**config.mk**
```make
export PLATFORM = sky130hd
export DESIGN_NAME = weighted_k_mutex_node_flat
export DESIGN_NICKNAME = d
export VERILOG_FILES = /design/src/sv/wkm_pkg.sv /design/src/sv/wkm_if.sv /design/src/sv/weighted_k_mutex_node.sv /design/src/sv/wkm_grant_acc.sv /design/src/flat_wrapper.sv
export SDC_FILE = /design/constraint.sdc
export NUM_CORES = 2
export LEC_CHECK = 0
export BUFFER_PORTS_ARGS = -buffer_cell sky130_fd_sc_hd__clkbuf_2
export CORE_ASPECT_RATIO = 1.2
export CORE_UTILIZATION = 25
export CTS_CLUSTER_SIZE = 40
export DETAILED_ROUTE_END_ITERATION = 6
export PLACE_DENSITY = 0.38
export SETUP_SLACK_MARGIN = 0.5
export SLEW_MARGIN = 20
export SYNTH_ARGS = -nofsm -noshare
export SYNTH_HDL_FRONTEND = slang
export SYNTH_SLANG_ARGS = --single-unit
```
**constraint.sdc**
```tcl
create_clock -name clk -period 9.1 [get_ports clk]
set_input_delay 0.455 -clock clk [delete_from_list [all_inputs] [get_ports clk]]
set_output_delay 0.455 -clock clk [all_outputs]
set_load 0.005 [all_outputs]
```
**src/sv/wkm_pkg.sv**
```systemverilog
// Shared constants, codes, types and helpers of the weighted k-slot mutex node.
package wkm_pkg;

  // Sizing of the peer table and the fields
  localparam int MAX_NODES  = 16;
  localparam int IDX_W      = $clog2(MAX_NODES);
  localparam int CNT_W      = $clog2(MAX_NODES + 1);
  localparam int PEER_W     = 4;
  localparam int NODE_W     = 5;
  localparam int SLOT_W     = 5;
  localparam int CAP_W      = 8;
  localparam int AMT_W      = 8;
  localparam int STAMP_W    = 32;
  localparam int ACC_W      = AMT_W + IDX_W;
  localparam int SUM_W      = ACC_W + 1;
  localparam int OP_W       = 2;
  localparam int KIND_W     = 2;
  localparam int CLS_W      = 2;
  localparam int CFG_IDX_W  = 2;
  localparam int CFG_DATA_W = 8;

  // Event operations
  localparam logic [OP_W-1:0] OP_PEER_REQ = 2'd0;
  localparam logic [OP_W-1:0] OP_PEER_ACK = 2'd1;
  localparam logic [OP_W-1:0] OP_START    = 2'd2;
  localparam logic [OP_W-1:0] OP_RELEASE  = 2'd3;

  // Peer classes
  localparam logic [CLS_W-1:0] CLS_UNKNOWN = 2'd0;
  localparam logic [CLS_W-1:0] CLS_AHEAD   = 2'd1;
  localparam logic [CLS_W-1:0] CLS_DEFER   = 2'd2;
  localparam logic [CLS_W-1:0] CLS_NEUTRAL = 2'd3;

  // Outgoing message kinds
  localparam logic [KIND_W-1:0] MSG_NONE = 2'd0;
  localparam logic [KIND_W-1:0] MSG_REQ  = 2'd1;
  localparam logic [KIND_W-1:0] MSG_ACK  = 2'd2;

  // Configuration register indexes
  localparam logic [CFG_IDX_W-1:0] CFG_OWN_ID     = 2'd0;
  localparam logic [CFG_IDX_W-1:0] CFG_NODE_COUNT = 2'd1;
  localparam logic [CFG_IDX_W-1:0] CFG_SLOT_COUNT = 2'd2;
  localparam logic [CFG_IDX_W-1:0] CFG_CAPACITY   = 2'd3;

  // Control of the grant accumulator
  typedef struct packed {
    logic             clear;
    logic             add;
    logic [AMT_W-1:0] need;
  } acc_ctl_t;

  // Saturating increment of the Lamport clock
  function automatic logic [STAMP_W-1:0] sat_inc(input logic [STAMP_W-1:0] x);
    logic [STAMP_W-1:0] r;
    r = (x == {STAMP_W{1'b1}}) ? x : x + 1'b1;
    return r;
  endfunction

  // Number of nodes in effect
  function automatic logic [CNT_W-1:0] node_limit(input logic [NODE_W-1:0] cnt);
    logic [CNT_W-1:0] r;
    if (int'(cnt) > MAX_NODES || int'(cnt) > 16) begin
      r = (MAX_NODES < 16) ? CNT_W'(MAX_NODES) : CNT_W'(16);
    end else begin
      r = CNT_W'(cnt);
    end
    return r;
  endfunction

endpackage

```
**src/sv/wkm_if.sv**
```systemverilog
// Channel interfaces of the mutex node: event input, message output, configuration writes.
interface wkm_evt_if;
  import wkm_pkg::*;
  logic                valid;
  logic                ready;
  logic [OP_W-1:0]     op;
  logic [PEER_W-1:0]   peer_id;
  logic [STAMP_W-1:0]  peer_stamp;
  logic [AMT_W-1:0]    peer_amount;
  logic [STAMP_W-1:0]  peer_clock;
  logic [AMT_W-1:0]    own_amount;
  modport source (output valid, op, peer_id, peer_stamp, peer_amount, peer_clock,
                  own_amount, input ready);
  modport sink   (input valid, op, peer_id, peer_stamp, peer_amount, peer_clock,
                  own_amount, output ready);
endinterface

interface wkm_msg_if;
  import wkm_pkg::*;
  logic                valid;
  logic                ready;
  logic [KIND_W-1:0]   msg_kind;
  logic [PEER_W-1:0]   dest_id;
  logic [STAMP_W-1:0]  msg_stamp;
  logic [AMT_W-1:0]    msg_amount;
  logic [STAMP_W-1:0]  msg_clock;
  logic                granted;
  logic                last;
  modport source (output valid, msg_kind, dest_id, msg_stamp, msg_amount, msg_clock,
                  granted, last, input ready);
  modport sink   (input valid, msg_kind, dest_id, msg_stamp, msg_amount, msg_clock,
                  granted, last, output ready);
endinterface

interface wkm_cfg_if;
  import wkm_pkg::*;
  logic                  valid;
  logic                  ready;
  logic [CFG_IDX_W-1:0]  index;
  logic [CFG_DATA_W-1:0] data;
  modport source (output valid, index, data, input ready);
  modport sink   (input valid, index, data, output ready);
endinterface

```
**src/sv/weighted_k_mutex_node.sv**
```systemverilog
// Steps: the update (S_EXEC) and the clock merge (S_MERGE); while a request is open and
// not held, the grant scan over up to 16 peer entries, one per cycle through the accumulator
// (S_SCAN), and the grant decision (S_DECIDE); then the walk over the peer indexes that
// emits the results (S_EMIT). A new request is taken only in S_IDLE, once the last result
// of the previous one is loaded. Results leave through one output register, one per cycle
// while the sink is ready and no index is walked past. Reset (rst, synchronous): clock, flags,
// peer classes and config return to defaults; the peer stamp and amount table is not cleared.
module weighted_k_mutex_node (
  input  logic      clk,
  input  logic      rst,
  wkm_cfg_if.sink   cfg,
  wkm_evt_if.sink   evt,
  wkm_msg_if.source msg
);
  import wkm_pkg::*;

  localparam logic [2:0] S_IDLE   = 3'd0;
  localparam logic [2:0] S_EXEC   = 3'd1;
  localparam logic [2:0] S_MERGE  = 3'd2;
  localparam logic [2:0] S_SCAN   = 3'd3;
  localparam logic [2:0] S_DECIDE = 3'd4;
  localparam logic [2:0] S_EMIT   = 3'd5;

  logic [2:0]          state;

  // Configuration
  logic [PEER_W-1:0]   own_id;
  logic [NODE_W-1:0]   node_count;
  logic [SLOT_W-1:0]   slot_count;
  logic [CAP_W-1:0]    capacity_total;

  // Node state
  logic [STAMP_W-1:0]  lamport_clock;
  logic [STAMP_W-1:0]  own_stamp;
  logic [AMT_W-1:0]    own_need;
  logic                is_requesting;
  logic                is_holding;
  logic [CLS_W-1:0]    peer_class [MAX_NODES];
  logic [STAMP_W-1:0]  peer_req_stamp [MAX_NODES];
  logic [AMT_W-1:0]    peer_need [MAX_NODES];

  // Held request
  logic [OP_W-1:0]     op_r;
  logic [PEER_W-1:0]   pid_r;
  logic [STAMP_W-1:0]  pstamp_r;
  logic [AMT_W-1:0]    pamount_r;
  logic [STAMP_W-1:0]  pclock_r;
  logic [AMT_W-1:0]    oamount_r;

  // Sequencer working registers
  logic                merge_en;
  logic [STAMP_W-1:0]  merge_val;
  logic [MAX_NODES-1:0] send_mask;
  logic [KIND_W-1:0]   send_kind;
  logic [STAMP_W-1:0]  msg_clk;
  logic [IDX_W-1:0]    idx;

  // Output register
  logic                out_valid;
  logic [KIND_W-1:0]   out_kind;
  logic [PEER_W-1:0]   out_dest;
  logic [STAMP_W-1:0]  out_stamp;
  logic [AMT_W-1:0]    out_amount;
  logic [STAMP_W-1:0]  out_clock;
  logic                out_granted;
  logic                out_last;

  // Combinational helpers
  logic [CNT_W-1:0]    n_eff;
  logic [IDX_W-1:0]    pidx;
  logic                peer_ok;
  logic                we_win;
  logic [STAMP_W-1:0]  tick_val;
  logic [STAMP_W-1:0]  merge_next;
  logic [CLS_W-1:0]    ack_cls;
  logic                idx_in_range;
  logic                load_ok;
  logic                out_load;
  logic [MAX_NODES-1:0] idx_bit;
  logic [MAX_NODES-1:0] mask_next;
  logic [IDX_W-1:0]    idx_next;
  logic [MAX_NODES-1:0] start_mask;
  logic [MAX_NODES-1:0] release_mask;
  logic                fits;
  acc_ctl_t            acc_ctl;

  assign cfg.ready = 1'b1;
  assign evt.ready = (state == S_IDLE);

  assign msg.valid      = out_valid;
  assign msg.msg_kind   = out_kind;
  assign msg.dest_id    = out_dest;
  assign msg.msg_stamp  = out_stamp;
  assign msg.msg_amount = out_amount;
  assign msg.msg_clock  = out_clock;
  assign msg.granted    = out_granted;
  assign msg.last       = out_last;

  always_comb begin
    n_eff    = node_limit(node_count);
    pidx     = IDX_W'(pid_r);
    peer_ok  = (int'(pid_r) < int'(n_eff)) && (pid_r != own_id);
    if (own_stamp == pstamp_r) begin
      we_win = is_requesting && (own_id < pid_r);
    end else begin
      we_win = is_requesting && (own_stamp < pstamp_r);
    end
    tick_val   = sat_inc(lamport_clock);
    merge_next = sat_inc((merge_val > lamport_clock) ? merge_val : lamport_clock);
    // Ack drops an ahead or neutral peer back to unknown
    ack_cls = peer_class[pidx];
    if (ack_cls == CLS_AHEAD || ack_cls == CLS_NEUTRAL) begin
      ack_cls = CLS_UNKNOWN;
    end
    idx_in_range = (int'(idx) < int'(n_eff)) && (int'(idx) != int'(own_id));
    load_ok  = !out_valid || msg.ready;
    out_load = (state == S_EMIT) && load_ok && ((send_mask == '0) || send_mask[idx]);
    idx_bit  = MAX_NODES'(1) << idx;
    mask_next = send_mask & ~idx_bit;
    idx_next = (int'(idx) == MAX_NODES - 1) ? '0 : idx + 1'b1;
    for (int i = 0; i < MAX_NODES; i++) begin
      start_mask[i]   = (i < int'(n_eff)) && (i != int'(own_id));
      release_mask[i] = start_mask[i] && (peer_class[i] == CLS_DEFER);
    end
    acc_ctl.clear = (state == S_MERGE);
    acc_ctl.add   = (state == S_SCAN) && idx_in_range && (peer_class[idx] == CLS_AHEAD);
    acc_ctl.need  = peer_need[idx];
  end

  wkm_grant_acc u_acc (
    .clk            (clk),
    .rst            (rst),
    .ctl            (acc_ctl),
    .own_need       (own_need),
    .slot_count     (slot_count),
    .capacity_total (capacity_total),
    .fits           (fits)
  );

  // Configuration writes
  always_ff @(posedge clk) begin
    if (rst) begin
      own_id         <= '0;
      node_count     <= NODE_W'(2);
      slot_count     <= SLOT_W'(1);
      capacity_total <= CAP_W'(1);
    end else if (cfg.valid && cfg.ready) begin
      case (cfg.index)
        CFG_OWN_ID:     own_id         <= cfg.data[PEER_W-1:0];
        CFG_NODE_COUNT: node_count     <= cfg.data[NODE_W-1:0];
        CFG_SLOT_COUNT: slot_count     <= cfg.data[SLOT_W-1:0];
        CFG_CAPACITY:   capacity_total <= cfg.data[CAP_W-1:0];
        default: ;
      endcase
    end
  end

  // Capture the request payload
  always_ff @(posedge clk) begin
    if (evt.valid && evt.ready) begin
      op_r      <= evt.op;
      pid_r     <= evt.peer_id;
      pstamp_r  <= evt.peer_stamp;
      pamount_r <= evt.peer_amount;
      pclock_r  <= evt.peer_clock;
      oamount_r <= evt.own_amount;
    end
  end

  // Store peer stamp and amount on peer request or matching ack
  always_ff @(posedge clk) begin
    if (state == S_EXEC && peer_ok) begin
      if (op_r == OP_PEER_REQ ||
          (op_r == OP_PEER_ACK && pstamp_r == own_stamp && ack_cls != CLS_DEFER)) begin
        peer_req_stamp[pidx] <= pstamp_r;
        peer_need[pidx]      <= pamount_r;
      end
    end
  end

  // Sequencer: update, merge clock, grant scan, emit results
  always_ff @(posedge clk) begin
    if (rst) begin
      state         <= S_IDLE;
      lamport_clock <= '0;
      own_stamp     <= '0;
      own_need      <= '0;
      is_requesting <= 1'b0;
      is_holding    <= 1'b0;
      out_valid     <= 1'b0;
      send_mask     <= '0;
      idx           <= '0;
      merge_en      <= 1'b0;
      for (int i = 0; i < MAX_NODES; i++) begin
        peer_class[i] <= CLS_UNKNOWN;
      end
    end else begin
      // Load a new result, or drop a taken one
      if (out_load) begin
        out_valid <= 1'b1;
      end else if (msg.ready) begin
        out_valid <= 1'b0;
      end

      case (state)
        S_IDLE: begin
          if (evt.valid) begin
            state <= S_EXEC;
          end
        end

        S_EXEC: begin
          msg_clk <= tick_val;
          case (op_r)
            OP_PEER_REQ: begin
              send_kind <= MSG_ACK;
              merge_en  <= peer_ok;
              merge_val <= pstamp_r;
              if (peer_ok && !we_win) begin
                lamport_clock    <= tick_val;
                peer_class[pidx] <= CLS_AHEAD;
                send_mask        <= MAX_NODES'(1) << pidx;
              end else begin
                if (peer_ok) begin
                  peer_class[pidx] <= CLS_DEFER;
                end
                send_mask <= '0;
              end
            end
            OP_PEER_ACK: begin
              send_mask <= '0;
              merge_en  <= peer_ok && (pstamp_r == own_stamp);
              merge_val <= pclock_r;
              if (peer_ok) begin
                // A current ack marks the peer neutral unless we defer it
                if (pstamp_r == own_stamp && ack_cls != CLS_DEFER) begin
                  peer_class[pidx] <= CLS_NEUTRAL;
                end else begin
                  peer_class[pidx] <= ack_cls;
                end
              end
            end
            OP_START: begin
              merge_en  <= 1'b0;
              send_kind <= MSG_REQ;
              if (!is_requesting) begin
                lamport_clock <= tick_val;
                own_stamp     <= tick_val;
                own_need      <= oamount_r;
                send_mask     <= start_mask;
                is_requesting <= 1'b1;
              end else begin
                send_mask <= '0;
              end
            end
            OP_RELEASE: begin
              merge_en  <= 1'b0;
              send_kind <= MSG_ACK;
              if (is_holding) begin
                lamport_clock <= tick_val;
                send_mask     <= release_mask;
                for (int i = 0; i < MAX_NODES; i++) begin
                  if (i < int'(n_eff)) begin
                    if (peer_class[i] == CLS_NEUTRAL) begin
                      peer_class[i] <= CLS_UNKNOWN;
                    end else if (peer_class[i] == CLS_DEFER) begin
                      peer_class[i] <= CLS_AHEAD;
                    end
                  end
                end
                is_requesting <= 1'b0;
                is_holding    <= 1'b0;
              end else begin
                send_mask <= '0;
              end
            end
            default: begin
              merge_en  <= 1'b0;
              send_mask <= '0;
            end
          endcase
          state <= S_MERGE;
        end

        S_MERGE: begin
          if (merge_en) begin
            lamport_clock <= merge_next;
          end
          idx   <= '0;
          state <= (is_requesting && !is_holding) ? S_SCAN : S_EMIT;
        end

        S_SCAN: begin
          // Any unclassified peer blocks the grant
          if (idx_in_range && peer_class[idx] == CLS_UNKNOWN) begin
            idx   <= '0;
            state <= S_EMIT;
          end else if (int'(idx) == MAX_NODES - 1) begin
            idx   <= '0;
            state <= S_DECIDE;
          end else begin
            idx <= idx + 1'b1;
          end
        end

        S_DECIDE: begin
          if (fits) begin
            is_holding <= 1'b1;
          end
          state <= S_EMIT;
        end

        S_EMIT: begin
          if (send_mask == '0) begin
            // No message: one empty result
            if (load_ok) begin
              out_kind    <= MSG_NONE;
              out_dest    <= '0;
              out_stamp   <= '0;
              out_amount  <= '0;
              out_clock   <= '0;
              out_granted <= is_holding;
              out_last    <= 1'b1;
              state       <= S_IDLE;
            end
          end else if (send_mask[idx]) begin
            if (load_ok) begin
              out_kind    <= send_kind;
              out_dest    <= PEER_W'(idx);
              out_clock   <= msg_clk;
              out_granted <= is_holding;
              if (send_kind == MSG_REQ) begin
                out_stamp  <= own_stamp;
                out_amount <= own_need;
              end else begin
                out_stamp  <= peer_req_stamp[idx];
                out_amount <= peer_need[idx];
              end
              out_last  <= (mask_next == '0);
              send_mask <= mask_next;
              idx       <= idx_next;
              if (mask_next == '0) begin
                state <= S_IDLE;
              end
            end
          end else begin
            idx <= idx_next;
          end
        end

        default: state <= S_IDLE;
      endcase
    end
  end

  // Holding always implies an open request
  a_hold_req: assert property (@(posedge clk) disable iff (rst)
    is_holding |-> is_requesting)
    else $error("holding without an open request");

  // An accepted request starts the update step
  a_accept_exec: assert property (@(posedge clk) disable iff (rst)
    (evt.valid && evt.ready) |=> (state == S_EXEC))
    else $error("accepted request did not start processing");

  // The Lamport clock never moves backward outside reset
  a_clock_mono: assert property (@(posedge clk) disable iff (rst)
    (!$past(rst) && lamport_clock != $past(lamport_clock)) |->
      (lamport_clock > $past(lamport_clock)))
    else $error("Lamport clock moved backward");

  // An empty result is always the only and last one
  a_none_last: assert property (@(posedge clk) disable iff (rst)
    (out_valid && out_kind == MSG_NONE) |-> out_last)
    else $error("empty result not marked last");

  // Results are loaded only in the emit step
  a_emit_state: assert property (@(posedge clk) disable iff (rst)
    (out_valid && !$past(out_valid)) |-> ($past(state) == S_EMIT))
    else $error("result loaded outside the emit step");

endmodule

```
**src/sv/wkm_grant_acc.sv**
```systemverilog
// Grant accumulator: counts ahead peers and sums their amounts, one entry per cycle.
module wkm_grant_acc (
  input  logic                     clk,
  input  logic                     rst,
  input  wkm_pkg::acc_ctl_t        ctl,
  input  logic [wkm_pkg::AMT_W-1:0]  own_need,
  input  logic [wkm_pkg::SLOT_W-1:0] slot_count,
  input  logic [wkm_pkg::CAP_W-1:0]  capacity_total,
  output logic                     fits
);
  import wkm_pkg::*;

  logic [CNT_W-1:0] ahead_cnt;
  logic [ACC_W-1:0] need_sum;

  // Clear at the start of a scan, add one ahead peer per step
  always_ff @(posedge clk) begin
    if (rst || ctl.clear) begin
      ahead_cnt <= '0;
      need_sum  <= '0;
    end else if (ctl.add) begin
      ahead_cnt <= ahead_cnt + 1'b1;
      need_sum  <= need_sum + ACC_W'(ctl.need);
    end
  end

  // Free slot and room for our own amount
  assign fits = (SUM_W'(ahead_cnt) < SUM_W'(slot_count)) &&
                (SUM_W'(need_sum) + SUM_W'(own_need) <= SUM_W'(capacity_total));

endmodule

```
**src/flat_wrapper.sv**
```systemverilog
// flat-port wrapper written by rule: the top's interface ports become plain ports
module weighted_k_mutex_node_flat import wkm_pkg::*;
  (clk, rst, cfg_valid, cfg_index, cfg_data, cfg_ready, evt_valid, evt_op, evt_peer_id, evt_peer_stamp, evt_peer_amount, evt_peer_clock, evt_own_amount, evt_ready, msg_valid, msg_msg_kind, msg_dest_id, msg_msg_stamp, msg_msg_amount, msg_msg_clock, msg_granted, msg_last, msg_ready);
  wkm_cfg_if cfg_i ();
  wkm_evt_if evt_i ();
  wkm_msg_if msg_i ();
  input  logic clk;
  input  logic rst;
  input wire logic [$bits(cfg_i.valid)-1:0] cfg_valid;
  input wire logic [$bits(cfg_i.index)-1:0] cfg_index;
  input wire logic [$bits(cfg_i.data)-1:0] cfg_data;
  output wire logic [$bits(cfg_i.ready)-1:0] cfg_ready;
  input wire logic [$bits(evt_i.valid)-1:0] evt_valid;
  input wire logic [$bits(evt_i.op)-1:0] evt_op;
  input wire logic [$bits(evt_i.peer_id)-1:0] evt_peer_id;
  input wire logic [$bits(evt_i.peer_stamp)-1:0] evt_peer_stamp;
  input wire logic [$bits(evt_i.peer_amount)-1:0] evt_peer_amount;
  input wire logic [$bits(evt_i.peer_clock)-1:0] evt_peer_clock;
  input wire logic [$bits(evt_i.own_amount)-1:0] evt_own_amount;
  output wire logic [$bits(evt_i.ready)-1:0] evt_ready;
  output wire logic [$bits(msg_i.valid)-1:0] msg_valid;
  output wire logic [$bits(msg_i.msg_kind)-1:0] msg_msg_kind;
  output wire logic [$bits(msg_i.dest_id)-1:0] msg_dest_id;
  output wire logic [$bits(msg_i.msg_stamp)-1:0] msg_msg_stamp;
  output wire logic [$bits(msg_i.msg_amount)-1:0] msg_msg_amount;
  output wire logic [$bits(msg_i.msg_clock)-1:0] msg_msg_clock;
  output wire logic [$bits(msg_i.granted)-1:0] msg_granted;
  output wire logic [$bits(msg_i.last)-1:0] msg_last;
  input wire logic [$bits(msg_i.ready)-1:0] msg_ready;
  assign cfg_i.valid = cfg_valid;
  assign cfg_i.index = cfg_index;
  assign cfg_i.data = cfg_data;
  assign cfg_ready = cfg_i.ready;
  assign evt_i.valid = evt_valid;
  assign evt_i.op = evt_op;
  assign evt_i.peer_id = evt_peer_id;
  assign evt_i.peer_stamp = evt_peer_stamp;
  assign evt_i.peer_amount = evt_peer_amount;
  assign evt_i.peer_clock = evt_peer_clock;
  assign evt_i.own_amount = evt_own_amount;
  assign evt_ready = evt_i.ready;
  assign msg_valid = msg_i.valid;
  assign msg_msg_kind = msg_i.msg_kind;
  assign msg_dest_id = msg_i.dest_id;
  assign msg_msg_stamp = msg_i.msg_stamp;
  assign msg_msg_amount = msg_i.msg_amount;
  assign msg_msg_clock = msg_i.msg_clock;
  assign msg_granted = msg_i.granted;
  assign msg_last = msg_i.last;
  assign msg_i.ready = msg_ready;
  weighted_k_mutex_node u_core (.clk(clk), .rst(rst), .cfg(cfg_i), .evt(evt_i), .msg(msg_i));
endmodule
```
; Yosys cells after proc, flatten, opt, wreduce, memory -nomap -nowiden
; Memory sizes are Yosys's and may differ from the RTL's. A register that Yosys moved wholly into a read port is not among the register bits.
; Cells that the tools add are included.
[classes]
eq_ne = 86
reduce_logical = 93
muxes = 389
shift = 2
mul = 0
n_lt_le_gt_ge = 25
n_div = 0
bitwise = 39
n_addsub = 6
[op_table]
columns = operator, count
row1 = $mux 32, 15
row2 = $mux 1, 283
row3 = $pmux 32 s2, 2
row4 = $mux 16, 6
row5 = $pmux 32 s3, 1
row6 = $mux 2, 41
row7 = $eq 2x2->1 const B, 37
row8 = $mux 4, 17
row9 = $add 32x1->32 const B, 2
row10 = $eq 32x32->1, 2
row11 = $eq 32x32->1 const B, 2
row12 = $pmux 16 s4, 1
row13 = $logic_and 1x1->1, 50
row14 = $lt 4x5->1 const A, 8
row15 = $mux 8, 5
row16 = $or 1x1->1, 35
row17 = $gt 32x32->1, 1
row18 = $logic_not 16->1, 2
row19 = $lt 32x32->1, 1
row20 = $ne 4x4->1 const A, 8
row21 = $pmux 16 s2, 1
row22 = $shl 1x4->16 const A, 2
row23 = $mux 3, 9
row24 = $reduce_and 3->1, 7
row25 = other kinds (49), 102
[totals]
word_cells = 675
in_bits = 101
register_bits = 370
latchBits = 0
output_inout_bits = 83
romBits = 0
mem_bits_rw = 672
mem_count = 3
[mem_list]
columns = memory, depth, width, rd, rd_clocked_by_memory_dff, wr, line
row1 = u_core.peer_req_stamp, 16, 32, 1, 1, 1, weighted_k_mutex_node.sv:39  ; logic [STAMP_W-1:0] peer_req_stamp [MAX_NODES];
row2 = u_core.peer_need, 16, 8, 1, 1, 1, weighted_k_mutex_node.sv:40  ; logic [AMT_W-1:0] peer_need [MAX_NODES];
row3 = u_core.peer_class, 16, 2, 18, 2, 16, weighted_k_mutex_node.sv:38  ; logic [CLS_W-1:0] peer_class [MAX_NODES];

; Depth between registers and ports, before layout
[depth]
word_depth = 15
mapped_depth = 23
mapped_depth_nobuf = 18

; Hierarchy
; Synthesis repeated with hierarchy kept, for this count alone.
[hier_totals]
hier_cells = 3272
area_unflattened_um2 = 46617.2
[by_module_without_submodules]
columns = mod, cells_per_inst, seq_area_each_um2, area_per_inst_um2, instances
row1 = weighted_k_mutex_node, 3050, 29728.5, 44881.8, 1
row2 = wkm_grant_acc, 222, 340.3, 1735.4, 1

; Least setup slack after synthesis
; OpenSTA, ideal clock, no wires.
[synth_timing]
path_kind = flip-flop to flip-flop
startpoint = register u_core.idx[0]
endpoint = register u_core.out_dest[0], in the netlist u_core.msg.dest_id[0] (enable)
slack_ps = 1299
setup_time_ps = 633
path_buffers = 1
t_arrival_ps = 7168
stages_incl_launch_ff = 6
required_ps = 8467
synth_period_minus_slack_ps = 7801
cell_sequence = dfxtp_1 > clkbuf_1 > mux4_2 > mux4_2 > o21ai_0 > nor3b_1
[synth_via]
elab_chain_len = 4
[synth_rtl]
columns = element, line
row1 = "start, declared", weighted_k_mutex_node.sv:56  ; logic [IDX_W-1:0] idx;
row2 = "start signal, assigned", weighted_k_mutex_node.sv:302  ; idx <= idx + 1'b1;
row3 = "start signal, assigned", weighted_k_mutex_node.sv:341  ; idx <= idx_next;
row4 = "start signal, assigned", weighted_k_mutex_node.sv:347  ; idx <= idx_next;
row5 = $bmux 1 s4, weighted_k_mutex_node.sv:326  ; end else if (send_mask[idx]) begin
row6 = $mux 1 (not written as such), weighted_k_mutex_node.sv:326
row7 = $reduce_bool 2->1 (no line), --
row8 = $reduce_and 4->1 (no line), --
row9 = "end signal, assigned", weighted_k_mutex_node.sv:329  ; out_dest <= PEER_W'(idx);
row10 = "end, declared", weighted_k_mutex_node.sv:61  ; logic [PEER_W-1:0] out_dest;
; No other way between the ends. The select of a mux whose other input is x is not followed.
; A chain may end at the register's enable or synchronous reset.

; Final worst setup path
[layout_timing]
startpoint = register u_core.pstamp_r[30]
endpoint = memory u_core.peer_req_stamp[6][26] (enable)
[layout_via]
elab_chain_len = 7
[layout_rtl]
columns = element, line
row1 = "start, declared", weighted_k_mutex_node.sv:45  ; logic [STAMP_W-1:0] pstamp_r;
row2 = "start signal, assigned", weighted_k_mutex_node.sv:163  ; pstamp_r <= evt.peer_stamp;
row3 = $eq 32x32->1, weighted_k_mutex_node.sv:174  ; (op_r == OP_PEER_ACK && pstamp_r == own_stamp && ack_cls != CLS_DEFER)) begin
row4 = $logic_and 1x1->1 (2 in series), weighted_k_mutex_node.sv:174
row5 = $logic_or 1x1->1, weighted_k_mutex_node.sv:173  ; if (op_r == OP_PEER_REQ ||
row6 = $mux 1, weighted_k_mutex_node.sv:173
row7 = $mux 1, weighted_k_mutex_node.sv:172  ; if (state == S_EXEC && peer_ok) begin
row8 = $mux 1 (not written as such), weighted_k_mutex_node.sv:175  ; peer_req_stamp[pidx] <= pstamp_r;
row9 = "end, declared", weighted_k_mutex_node.sv:39
; No other way between the ends.

==> metrics.csv <==
metric,value,unit
outcome,"complete, no violations",
# setup viols final,0,
FILL cells,18400,
Synth Instances,3224,
Root Driver,clkbuf_16,
Synth Register Bits,1050,
switching share of power,26.60,%
r2r worst-path depth,10,
Worst EP required,9.50,ns
die area,0.1869,sq mm
Hold Worst Slack,0.1062,ns
CTS sink cnt,1050,
crit path from,u_core.pstamp_r[30]$_DFFE_PP_,
I/O pins,184,
non-filler instance count after layout,6050,
CP max-delay cell,nor2_4,
WP buf/inv,2,
CP Max Fanout,23,
vias,28410,
area taken by multi-input logic gates,0.01527,sq mm
Psw,0.003099,W
Post-synth top flop,edfxtp_1,
Hold Crit Start,msg_ready,
worst-case clock skew,0.04785,ns
DIE WIDTH,394.9,um
Fin. Hold Viols,0,
GRT Total Usage,15.59,%
number of CTS-inserted buffers,116,
Post-CTS Setup Bufs,0,
Post-Route WL,147700,um
Util after Layout,29.95,%
worst r2r src,u_core.pstamp_r[30]$_DFFE_PP_,
post-route ant nets,0,
CTS tree,done,
fin crit period,5.378,ns
Nets,3727,
Power Dens Cells,211.9,mW/mm^2
I/O Buffers,182,
Comb power frac,9.8,%
Clock Tree Buf Depth,3,
Post-synth EDFFs,904,
hold crit path type,in -> reg,
clk_lat worst skew,0.76,ns
initial DRC count,2347,
max-cap check violation count,0,
vias per inst,4.695,
Pleak,17.74,nW
Peak VDD IR,0.1625,mV
Synth warnings,0,
vias in the first global route,28970,
"FFs w/ async S/R, synth",0,%
"delay-heaviest family, CP",simple AND/OR/NAND/NOR gates,
"Avg Cell Area, Syn",14.36,sq um
Worst-path clk slew,0.06,ns
CP Capture Type,flip-flop,
Die Height,473.4,um
first-pass GRT wire length,212800,um
flop2flop setup slack,3.72,ns
RSZ-0062 raised after global routing,no,
RD Place Congestion,0.9018,
antenna violations before repair,12,
Final HPWL DP,97410,um
startpoint types,flip-flop,
Final Cycle Share,59.10,%
row count,172,
clock share of power,40.4,%
grt total ovfl,0,
Worst-Margin Slew,1.077,ns
Core ar.,0.1836,sq mm
CP peak stage delay,1.09,ns
synth unique cells,87,
number of cells on the critical path,10,
TritonRoute pass-1 iters,6,
Post-Syn Area,0.04630,sq mm
syn nets,3442,
CP Class,reg -> reg,
Placed Cells,5731,
Area Growth Syn to Fin,18.75,%
CP Capture Point,u_core.peer_req_stamp[6][26]$_DFFE_PP_,
CP Cell Sequence,"inv_1, ha_1, nand4_1, nor4_2, and3_1, nand3_1, nand2_1, nand3_2, nor2_4, buf_4",
Pint,0.008552,W
sequential share of power,49.8,%
final worst slack,3.722,ns
largest net degree at the start of global routing,123,
H-tree level count,3,
Slew Limit Headroom,28.00,%
CP arrival,5.78,ns
sequential cell area,0.03008,sq mm
setup TNS,0,ns
share of cells above drive strength 1,19.08,%
pre-CTS setup slack,3.488,ns
Initial Util,25.22,%
"Seq/Total Area, Yosys",64.94,%
Max Slew Vio Count,0,
Residual DRC,0,
FMAX,0.1860,GHz
WL per Instance,24.40,um
Crit Reg-Reg Endpoint,u_core.peer_req_stamp[6][26]$_DFFE_PP_,
-- synthesized netlist by cell type, types with 4 or more instances --
| cell | number | area, sq um |
|---|---|---|
| clkbuf_1 | 97 | 364.1 |
| or3_1 | 9 | 56.30 |
| xnor2_1 | 77 | 674.4 |
| a21boi_0 | 8 | 60.06 |
| o21ai_1 | 6 | 30.03 |
| buf_2 | 17 | 85.08 |
| o31ai_1 | 4 | 30.03 |
| a211oi_1 | 37 | 277.8 |
| o2111ai_1 | 4 | 35.03 |
| and2_1 | 41 | 256.5 |
| mux2_2 | 6 | 67.56 |
| mux2i_1 | 35 | 350.3 |
| ha_1 | 115 | 1439 |
| nand3b_1 | 7 | 52.55 |
| mux4_2 | 218 | 4910 |
| nand2_1 | 301 | 1130 |
| a311o_1 | 6 | 60.06 |
| a21oi_1 | 179 | 895.9 |
| o22ai_1 | 15 | 93.84 |
| inv_1 | 120 | 450.4 |
| nor3_1 | 65 | 325.3 |
| nor2b_1 | 32 | 200.2 |
| edfxtp_1 | 904 | 27150 |
| o21a_1 | 9 | 67.56 |
| a21o_1 | 13 | 97.59 |
| nand3_1 | 81 | 405.4 |
| xor2_1 | 22 | 192.7 |
| a211o_1 | 15 | 131.4 |
| and4_1 | 9 | 78.83 |
| dfxtp_1 | 146 | 2923 |
| a31oi_1 | 24 | 150.1 |
| nand2b_1 | 26 | 162.7 |
| o211ai_1 | 8 | 60.06 |
| a2111oi_0 | 8 | 70.07 |
| or4_1 | 4 | 30.03 |
| buf_1 | 46 | 172.7 |
| o21ai_0 | 125 | 625.6 |
| nor3b_1 | 9 | 67.56 |
| buf_6 | 4 | 45.04 |
| and3_1 | 20 | 125.1 |
| nand4_1 | 45 | 281.5 |
| nor2_1 | 217 | 814.5 |
| nor4_1 | 20 | 125.1 |
-- per-stage QoR --
stage,total power (W),instance area [sq um]
2_1_floorplan,0.006455,46300
3_3_place_gp,0.007034,50190
3_5_place_dp,0.007029,50210
4_1_cts,0.01184,54960
5_1_grt,0.01213,54980
6_report,0.01165,54980
-- timing repair --
item,CTS,global route
hold endpoints to repair,102,0
resized for setup,0,0
hold buffers,95,0
-- cell type report --
cell class              count  share of cell area (%)
flip-flops and latches   1050                   54.71
inverters                 122                  0.8329
well taps                2436                   5.544
repair buffers            334                   4.215
diodes                      2                0.009103
clock inverters            72                   1.172
multi-input cells        1885                   27.78
clock buffers             149                   5.733
-- power groups by stage --
stage                     Combinational (W)  Sequential [W]  Clock (W)
final                               0.00114         0.00580    0.00471
after global routing                0.00126         0.00583    0.00504
after CTS                           0.00117         0.00580    0.00487
after detailed placement            0.00113         0.00590          0
after global placement              0.00113         0.00590          0
after floorplan                    0.000684         0.00577          0
-- worst min path at each step --
| stage | endpoint | slack, ns | cells after the start |
|---|---|---|---|
| floorplan | u_core.capacity_total[1]$_SDFFE_PP0P_ | 0.44 | 2 |
| global placement | u_core.capacity_total[1]$_SDFFE_PP0P_ | 0.44 | 2 |
| detailed placement | u_core.capacity_total[3]$_SDFFE_PP0P_ | 0.46 | 2 |
| CTS | u_core.msg.valid$_SDFFE_PP0P_ | 0.02 | 3 |
| global route | u_core.msg.valid$_SDFFE_PP0P_ | 0.09 | 3 |
| finish | u_core.msg.valid$_SDFFE_PP0P_ | 0.11 | 3 |
-- sequential cells by signal, indices dropped and copies added, names as in the netlist, 5 cells and up, named ones only --
name                    count
u_core.pstamp_r            32
u_core.send_mask           16
u_core.own_stamp           32
u_core.peer_class          32
u_core.peer_req_stamp     512
u_core.capacity_total       8
u_core.merge_val           32
u_core.u_acc.ahead_cnt      5
u_core.msg.msg_clock       32
u_core.lamport_clock       32
u_core.slot_count           5
u_core.own_need             8
u_core.u_acc.need_sum      12
u_core.node_count           5
u_core.peer_need          128
u_core.pclock_r            32
u_core.oamount_r            8
u_core.msg_clk             32
u_core.pamount_r            8
u_core.msg.msg_amount       8
u_core.msg.msg_stamp       32
-- layout by cell type (no fill, tap or decap), types with 18 or more instances in the layout --
cell type and count:
o21ai_0 125, dfxtp_1 142, buf_4 56, dlygate4sd3_1 95, a211oi_1 37, nor2_1 198, nand2_1 301, clkbuf_16 120
nor2b_1 31, clkinv_1 31, and3_1 20, clkinv_2 21, a21oi_1 179, mux2i_1 35, nand2b_1 25, mux4_2 218
nor2_4 18, nand4_1 45, clkbuf_1 25, xnor2_1 77, nor3_1 65, edfxtp_1 904, and2_1 40, ha_1 114
a31oi_1 24, clkbuf_2 181, nand3_1 80, xor2_1 22, inv_1 120, nor4_1 19
-- kinds of logic after synthesis --
| family | after synthesis | synth area share (%) |
|---|---|---|
| flip-flops | 1050 | 64.94 |
| AND/OR/NAND/NOR | 907 | 9.280 |
| buffers and inverters | 289 | 2.478 |
| XOR/XNOR | 99 | 1.873 |
| AO/OA/AOI/OAI | 502 | 6.718 |
| adder cells (fa/ha/maj) | 117 | 3.194 |
| other | 1 | 0.008099 |
| multiplexers | 259 | 11.51 |
-- worst register-to-register path, cell delays in order (launching register included) --
cell and delay [ns]:
edfxtp_1 0.67, inv_1 0.24, ha_1 0.37, nand4_1 0.19, nor4_2 0.67, and3_1 0.32, nand3_1 0.09, nand2_1 0.13
nand3_2 0.70, nor2_4 1.12, buf_4 0.54
-- metal layers --
layer	vias to the layer above	track usage [%]	part of all wire, %
met4	2	4.229	2.2
met5	-	0	0.0054
met2	698	25.06	47
met3	185	2.121	4.1
li1	12970	-	-
met1	14560	21.94	47
No activity file was read; power rests on OpenSTA's default activity.
